**config.mk**
```make
export PLATFORM = sky130hd
export DESIGN_NAME = idps_div
export DESIGN_NICKNAME = d
export VERILOG_FILES = /design/src/rtl/assert_macros.svh /design/src/rtl/idps_pkg.sv /design/src/rtl/idps_div.sv
export SDC_FILE = /design/constraint.sdc
export NUM_CORES = 1
export LEC_CHECK = 0
export ABC_AREA = 1
export BUFFER_PORTS_ARGS = -buffer_cell sky130_fd_sc_hd__buf_2
export CORE_ASPECT_RATIO = 0.8
export CORE_MARGIN = 2
export CORE_UTILIZATION = 54
export DETAILED_ROUTE_END_ITERATION = 7
export MAX_ROUTING_LAYER = met4
export PLACE_DENSITY = 0.79
export SLEW_MARGIN = 30
export SYNTH_ARGS = -nofsm -noshare
export SYNTH_HDL_FRONTEND = slang
export SYNTH_SLANG_ARGS = --single-unit
export TNS_END_PERCENT = 20
```
**constraint.sdc**
```tcl
create_clock -name clk_i -period 2.05 [get_ports clk_i]
set_input_delay 0.41 -clock clk_i [delete_from_list [all_inputs] [get_ports clk_i]]
set_output_delay 0.41 -clock clk_i [all_outputs]
set_load 0.03 [all_outputs]
```
**src/rtl/assert_macros.svh**
```systemverilog
// ----------------------------------------------------------------------------
// assert_macros.svh
// Clocked assertion helpers for the RTL.
// ----------------------------------------------------------------------------
`ifndef ASSERT_MACROS_SVH
`define ASSERT_MACROS_SVH

// Check prop at every rising clk_i edge, skip while rst_ni is low.
`define ASSERT_CLK(lbl, prop, msg) \
  lbl: assert property (@(posedge clk_i) disable iff (!rst_ni) (prop)) else $error(msg);

// Check that ante implies cons in the same cycle.
`define ASSERT_IMPL(lbl, ante, cons, msg) \
  `ASSERT_CLK(lbl, (ante) |-> (cons), msg)

`endif

```
**src/rtl/idps_pkg.sv**
```systemverilog
// ----------------------------------------------------------------------------
// idps_pkg
// Sizes, constants and shared types of the sequential ID probe scorer.
// ----------------------------------------------------------------------------
package idps_pkg;

  localparam int unsigned SLOTS       = 256;
  localparam int unsigned WINDOW      = 16;
  localparam int unsigned ID_BITS     = 32;
  localparam int unsigned HASH_W      = 32;
  localparam int unsigned IN_ID_W     = 32;

  localparam int unsigned PERCENT     = 100;
  localparam int unsigned ALERT_LEVEL = 80;
  localparam int unsigned MIN_HELD    = 4;

  localparam int unsigned SLOT_W      = $clog2(SLOTS);
  localparam int unsigned POS_W       = $clog2(WINDOW);
  localparam int unsigned FILL_W      = $clog2(WINDOW + 1);
  localparam int unsigned PAIR_W      = $clog2(WINDOW);
  localparam int unsigned SCORE_W     = 7;
  localparam int unsigned DIVD_W      = PAIR_W + $clog2(PERCENT + 1);
  localparam int unsigned CNT_W       = $clog2(DIVD_W + 1);
  localparam int unsigned RING_AW     = SLOT_W + POS_W;

  localparam int unsigned IN_DATA_W   = HASH_W + IN_ID_W;
  localparam int unsigned OUT_FIELD_W = SCORE_W + 3;
  localparam int unsigned OUT_DATA_W  = ((OUT_FIELD_W + 7) / 8) * 8;

  typedef struct packed {
    logic [HASH_W-1:0] tag;
    logic [POS_W-1:0]  pos;
    logic [FILL_W-1:0] fill;
  } meta_t;

endpackage

```
**src/rtl/idps_div.sv**
```systemverilog
// ----------------------------------------------------------------------------
// idps_div
// Restoring divider, one quotient bit per cycle, for pairs*100/fill.
// ----------------------------------------------------------------------------
module idps_div (
  input  logic                         clk_i,
  input  logic                         rst_ni,
  input  logic                         start_i,
  input  logic [idps_pkg::DIVD_W-1:0]  dividend_i,
  input  logic [idps_pkg::FILL_W-1:0]  divisor_i,
  output logic                         done_o,
  output logic [idps_pkg::SCORE_W-1:0] quotient_o
);
  import idps_pkg::*;

  logic              busy_q;
  logic              done_q;
  logic [CNT_W-1:0]  cnt_q;
  logic [FILL_W-1:0] rem_q;
  logic [FILL_W-1:0] dvs_q;
  logic [DIVD_W-1:0] quo_q;
  logic [FILL_W:0]   trial;
  logic [FILL_W:0]   diff;
  logic              ge;
  logic [FILL_W-1:0] rem_nx;

  always_comb begin
    trial  = {rem_q, quo_q[DIVD_W-1]};
    diff   = trial - {1'b0, dvs_q};
    ge     = (trial >= {1'b0, dvs_q});
    rem_nx = ge ? diff[FILL_W-1:0] : trial[FILL_W-1:0];
  end

  always_ff @(posedge clk_i or negedge rst_ni) begin
    if (!rst_ni) begin
      busy_q <= 1'b0;
      done_q <= 1'b0;
      cnt_q  <= '0;
    end else begin
      done_q <= 1'b0;
      if (start_i) begin
        busy_q <= 1'b1;
        cnt_q  <= '0;
      end else if (busy_q) begin
        cnt_q <= cnt_q + 1'b1;
        if (cnt_q == CNT_W'(DIVD_W - 1)) begin
          busy_q <= 1'b0;
          done_q <= 1'b1;
        end
      end
    end
  end

  always_ff @(posedge clk_i) begin
    if (start_i) begin
      rem_q <= '0;
      dvs_q <= divisor_i;
      quo_q <= dividend_i;
    end else if (busy_q) begin
      rem_q <= rem_nx;
      quo_q <= {quo_q[DIVD_W-2:0], ge};
    end
  end

  assign done_o     = done_q;
  assign quotient_o = quo_q[SCORE_W-1:0];

endmodule

```
==> impl_metrics.yaml, run 1 <==
status:
  status: "finished clean"
cells_and_area:
  multiInputGateArea_um2: 566
  diodes: 0
  n_fill_cell: 211
  fin_nets: 209
  final_cell_area_um2: 1580
  seq_area_um2: 731
  drive_gt1_frac: 0.221
  syn2layout_area_growth_pct: 10.7
floorplanning:
  start_util: 0.577
  die_area_um2: 3080
  die_h_um: 50.1
  core-area_um2: 2480
  pin_count: 27
  rows: 16
  die_w_um: 61.6
clock_tree:
  cts_tree: "built"
  path_clk_slew_ns: 0.14
  cts_setup_buffers: 0
  cts-buffers-inserted: 3
  cts_resized: 0
  cts_sinks: 27
  clock_latency_ns: 0.33
  cts-root-buf: "clkbuf_4"
  h-tree-depth: 1
  cts_buffer_depth: 2
global_route:
  grt_max_degree: 18
  grt_overflow: 0
  antenna_found_initial: 0
  grt_pass1_wl_um: 4520
  grt_pass1_vias: 1007
  gr-usage-all-layers: 0.200
min_path:
  hold_path.class: "input pin to flop"
  hold_end: "dvs_q[2]"
  hold_path_depth: 1
  min_from: "divisor_i[2]"
sta:
  fin_crit_sh: 0.868
  hold_viol: 0
  setup-violations-final: 0
  fmax_mhz: 562
  setup_tns_ns: 0
  tightest_slew_ns: 0.446
  grt_setup_unrepaired: "no"
  skew_ns: 0.00299
  relSlewSlack: 0.702
  final.min_clock_period_ns: 1.78
  final_max_slew_viol_count: 0
routing:
  drc: 0
  first_iter_violations: 74
  vias: 1065
  wl_per_cell_um: 11.8
  dr.pass1.iters: 4
  postRouteAntennaNets: 0
  via_per_inst: 4.91
  wirelength_um: 2560
worst_setup_path:
  path_delay_family: "simple AND/OR/NAND/NOR gates"
  worstReg2RegEnd: "rem_q[4]"
  required_ns: 2.33
  cpMaxStageDelayCell: "fa_1"
  start_kind: "flop"
  crit_buf_inv: 2
  worstPathCellList: "inv_1 > ha_1 > inv_1 > fa_1 > nand2_1 > nand2_1 > nand3_4 > nand2_1 > nor2_1 > nand2_1 > nand2_1"
  critPathArrivalTime_ns: 2.06
  cp_common_cell: "nand2_1"
  r2r_setup_slack_ns: 0.27
  r2r-start: "quo_q[10]"
  r2r_cells: 11
  critPathKind: "flop to flop"
  cp-end-kind: "flop"
  crit_path_max_fanout: 7
  slowest_delay_ns: 0.40
logic_synthesis:
  syn_inst: 159
  synth.most_common_cell: "nand2_1"
  synth_top_area_frac: 0.336
  synth_top_area_cell: "edfxtp_1"
  synth_enable_flop_cells: 16
  yosysSeqAreaShare: 0.510
  ys_warn_count: 0
  synth_fp_nets: 186
  synth_common_cells: "60 x nand2_1, 16 x edfxtp_1, 16 x inv_1"
  synth_area_leaders: "edfxtp_1 34%, nand2_1 16%, dfrtp_1 10%, dfxtp_1 7.0%, ha_1 6.1%"
  synthArstFlopShare: 0.222
  netlist_area_um2: 1430
  syn_avg_cell_area_um2: 9.00
  synthDistinctLibCells: 27
  ys_ff_latch: 27
  synth-main-ff-cell: "edfxtp_1"
placed_design:
  placed_cell_area_um2: 1550
  portBuffers: 26
  dp_hpwl_um: 1880
  gp_congestion: 0.860
pwr:
  ir_drop_v: 0.000471
  p_leak_nw: 0.805
  power.density_nw_per_um2: 968
run:
  max_cap_violations: 0
-- worst reg2reg max path: stages (launching register included) --
cell and delay [ns]:
edfxtp_1 0.39, inv_1 0.08, ha_1 0.14, inv_1 0.06, fa_1 0.40, nand2_1 0.08
nand2_1 0.10, nand3_4 0.13, nand2_1 0.06, nor2_1 0.15, nand2_1 0.09, nand2_1 0.06
-- per-stage QoR --
step | total power, mW | utilization | worst slack [ns] | hold slack, ns | instances
2_1_floorplan | 1.20 | - | 0.473 | 0.114 | 159
3_3_place_gp | 1.28 | 0.623 | 0.424 | 0.234 | 212
4_1_cts | 1.54 | 0.638 | 0.287 | 0.241 | 217
5_1_grt | 1.65 | 0.638 | 0.171 | 0.222 | 217
3_5_place_dp | 1.30 | 0.623 | 0.368 | 0.241 | 212
6_report | 1.53 | 0.638 | 0.270 | 0.248 | 217
-- report_power, final --
part	switching (mW)	internal [mW]	total, mW
clock	0.156	0.0733	0.230
sequential	0.0581	0.663	0.721
combinational	0.353	0.229	0.582
-- registers in the layout, summed over array words and instances (netlist names) --
signal  count
quo_q      11
dvs_q       5
rem_q       5
cnt_q       4
busy_q      1
done_o      1
-- how the worst max path moves through the flow --
stage / depth (start not counted) / end / start
global placement: 8 / quo_q[0] / quo_q[10]
floorplan: 8 / quo_q[0] / quo_q[10]
detailed placement: 10 / rem_q[2] / quo_q[10]
CTS: 11 / rem_q[4] / quo_q[10]
global route: 11 / rem_q[4] / quo_q[10]
finish: 11 / rem_q[4] / quo_q[10]
-- cell usage in the layout, fill, tap and decap left out, drive strengths merged --
master       synthesis  final
dfrtp                6      6
dfxtp                5      5
o31ai                1      1
fa                   1      1
nand3               12     12
nor4                 1      1
nor2                 8      8
buf                 10     27
o21ai                2      2
inv                 18     18
a21oi                5      5
clkbuf               0      3
dlygate4sd3          0      1
edfxtp              16     16
nand2               61     61
nor3                 1      1
clkinv               0      1
a31oi                1      1
and3                 1      1
ha                   7      7
or2                  2      2
xnor2                1      1
-- routing by layer --
| metal | track usage | share of wire | up-vias | wire, um |
|---|---|---|---|---|
| met5 | - | 0 | - | 0 |
| met4 | 0.0284 | 0.0031 | 0 | 8 |
| met3 | 0.0577 | 0.051 | 2 | 131 |
| met2 | 0.318 | 0.49 | 24 | 1250 |
| met1 | 0.260 | 0.46 | 494 | 1170 |
| li1 | - | - | 545 | - |
-- area by class of cell --
cell class	count	area share
sequential	27	0.461
multi-input combinational	104	0.357
timing repair buffer	28	0.0932
inverter	18	0.0427
tap	36	0.0284
clock buffer	3	0.0142
clock inverter	1	0.00316
-- repair_timing --
action / 4_1_cts / 5_1_grt
hold buffers: 1 / 0
endpoints found under the hold margin: 6 / 0
setup endpoints to repair: 0 / 0
-- cell families (layout without fill, tap and decap cells) --
group,after synthesis,after routing,share of synthesized area
compound gates,9,9,0.0341
xor+xnor,1,1,0.00612
fa+ha+maj,8,8,0.0752
buf+inv,28,50,0.0944
flops,27,27,0.510
simple gates,86,86,0.280
Power figures use the tool's default switching activity.
==> inputs of run 2 (changes only) <==
--- a/config.mk
+++ b/config.mk
@@ -9,10 +9,10 @@
 export BUFFER_PORTS_ARGS = -buffer_cell sky130_fd_sc_hd__buf_2
 export CORE_ASPECT_RATIO = 0.8
 export CORE_MARGIN = 2
-export CORE_UTILIZATION = 54
+export CORE_UTILIZATION = 50
 export DETAILED_ROUTE_END_ITERATION = 7
 export MAX_ROUTING_LAYER = met4
-export PLACE_DENSITY = 0.79
+export PLACE_DENSITY = 0.74
 export SLEW_MARGIN = 30
 export SYNTH_ARGS = -nofsm -noshare
 export SYNTH_HDL_FRONTEND = slang
==> run 2 against run 1 <==
First-iteration DRC count down 42%. Global-route usage is 2.5 points lower. Cell area is essentially flat. Largest power group unchanged. Non-clock buffer count is the same. Largest cell class unchanged. Count of clock-buffer cells in the layout is 1 higher. Setup slack gained 0.070 ns. Total power down 0.55%. Via count down 2.5%. Utilization decreased by 6.0 points. Final cell count is 0.92% higher. Register-to-register slack better by 0.07 ns. Highest routed layer unchanged. Clock power hardly changed.
==> impl_metrics.yaml, run 2 (synthesis gave the netlist of run 1 again) <==
status:
  status: "finished clean"
sta:
  relSlewSlack: 0.715
  setup_tns_ns: 0
  tightest_slew_ns: 0.427
  fmax_mhz: 585
  final.min_clock_period_ns: 1.71
  final_max_slew_viol_count: 0
  worst_hold_slack_ns: 0.251
  fin_crit_sh: 0.834
  setup_slack_ns: 0.341
  setup-violations-final: 0
  grt_setup_unrepaired: "no"
  skew_ns: 0.00706
  hold_viol: 0
routing:
  dr.pass1.iters: 4
  wirelength_um: 2550
  via_per_inst: 4.74
  postRouteAntennaNets: 0
  first_iter_violations: 43
  drc: 0
  wl_per_cell_um: 11.6
  vias: 1038
clock_tree:
  cts-root-buf: "clkbuf_4"
  cts_sinks: 27
  cts_resized: 0
  cts_setup_buffers: 0
  cts_buffer_depth: 2
  postCtsHoldBufs: 1
  cts_tree: "built"
  h-tree-depth: 1
  path_clk_slew_ns: 0.14
  clock_latency_ns: 0.32
  cts-buffers-inserted: 3
worst_setup_path:
  critPathArrivalTime_ns: 1.79
  critPathKind: "flop to flop"
  start_kind: "flop"
  crit_path_max_fanout: 7
  r2r_cells: 8
  required_ns: 2.13
  cp-end-kind: "flop"
pwr:
  p_comb_frac: 0.378
  seqPwrFrac: 0.472
  ir_drop_v: 0.000440
  p_int_uw: 969
  p_leak_nw: 0.803
  swShare: 0.364
  power.density_nw_per_um2: 962
  pwr-share-clk: 0.150
  p_switching_uw: 555
global_route:
  grt_pass1_wl_um: 4310
  antenna_found_initial: 0
  grt_pass1_vias: 1004
  grt_max_degree: 21
  gr-usage-all-layers: 0.175
  grt_overflow: 0
run:
  max_cap_violations: 0
cells_and_area:
  syn2layout_area_growth_pct: 10.8
  n_fill_cell: 263
  final_cell_area_um2: 1590
  drive_gt1_frac: 0.215
  fin_nets: 209
  diodes: 0
  largest_register_ffs: 11
  reg.largest.list: "quo_q (11), dvs_q (5), rem_q (5)"
  layout_common_cells: "60 x nand2_1, 26 x buf_2, 16 x inv_1, 16 x edfxtp_1, 11 x nand3_1"
  regMostFlops: "quo_q"
  final_common_cell: "nand2_1"
floorplanning:
  rows: 17
  core-area_um2: 2740
  start_util: 0.522
  die_w_um: 63.8
  pin_count: 27
  die_area_um2: 3310
  die_h_um: 51.9
placed_design:
  placed_cell_area_um2: 1550
  portBuffers: 26
  gp_congestion: 0.913
  dp_hpwl_um: 1970
  dp_slack_ns: 0.359
min_path:
  hold_path_depth: 1
  hold_path.class: "input pin to flop"
-- run 2: cell count changes in the layout (fill, tap and decap cells not counted), sizes merged --
| cell | delta |
|---|---|
| clkbuf | +1 |
| clkinv | -1 |
-- run 2: through the flow --
stage	std cells	total power, mW	util
2_1_floorplan	159	1.20	-
3_3_place_gp	214	1.27	0.565
3_5_place_dp	214	1.31	0.565
4_1_cts	219	1.54	0.578
5_1_grt	219	1.63	0.578
6_report	219	1.52	0.578
-- run 2: area by class of cell --
class | instances | area, um2 | area share
repair buffers | 28 | 148 | 0.0931
clock buffers | 4 | 26.3 | 0.0166
well taps | 38 | 47.5 | 0.0300
inverters | 18 | 67.6 | 0.0426
multi-input cells | 104 | 566 | 0.357
flip-flops and latches | 27 | 731 | 0.461
-- run 2: per-layer routing --
| layer | up-vias | GRT usage | part of all wire |
|---|---|---|---|
| met2 | 9 | 0.302 | 0.51 |
| met1 | 480 | 0.207 | 0.45 |
| li1 | 547 | - | - |
| met4 | 0 | 0.0435 | 0.0071 |
| met3 | 2 | 0.0455 | 0.026 |
| met5 | - | - | 0 |
-- run 2: power by group through the flow --
stage / Clock (mW) / Sequential (mW) / Combinational (mW)
final: 0.229 / 0.720 / 0.576
after global routing: 0.252 / 0.733 / 0.645
after CTS: 0.240 / 0.721 / 0.577
after detailed placement: 0 / 0.733 / 0.575
after global placement: 0 / 0.728 / 0.547
after floorplan: 0 / 0.715 / 0.486
-- run 2: final timing paths --
| kind | start | to | slack (ns) |
|---|---|---|---|
| max in group asynchronous | rst_ni | busy_q | 1.50 |
| setup / recovery | quo_q[10] | quo_q[0] | 0.34 |
| hold / removal | divisor_i[1] | dvs_q[1] | 0.25 |
| setup reg to reg | quo_q[10] | quo_q[0] | 0.34 |
| min in group asynchronous | rst_ni | cnt_q[2] | 0.42 |
| hold reg to reg | cnt_q[2] | done_o | 0.46 |
-- run 2: worst max-delay path: stages (launching register included) --
cell	delay [ns]
edfxtp_1	0.39
inv_1	0.08
ha_1	0.13
inv_1	0.06
fa_1	0.40
nand2_1	0.08
nand2_1	0.10
nand3_4	0.12
a31oi_1	0.11
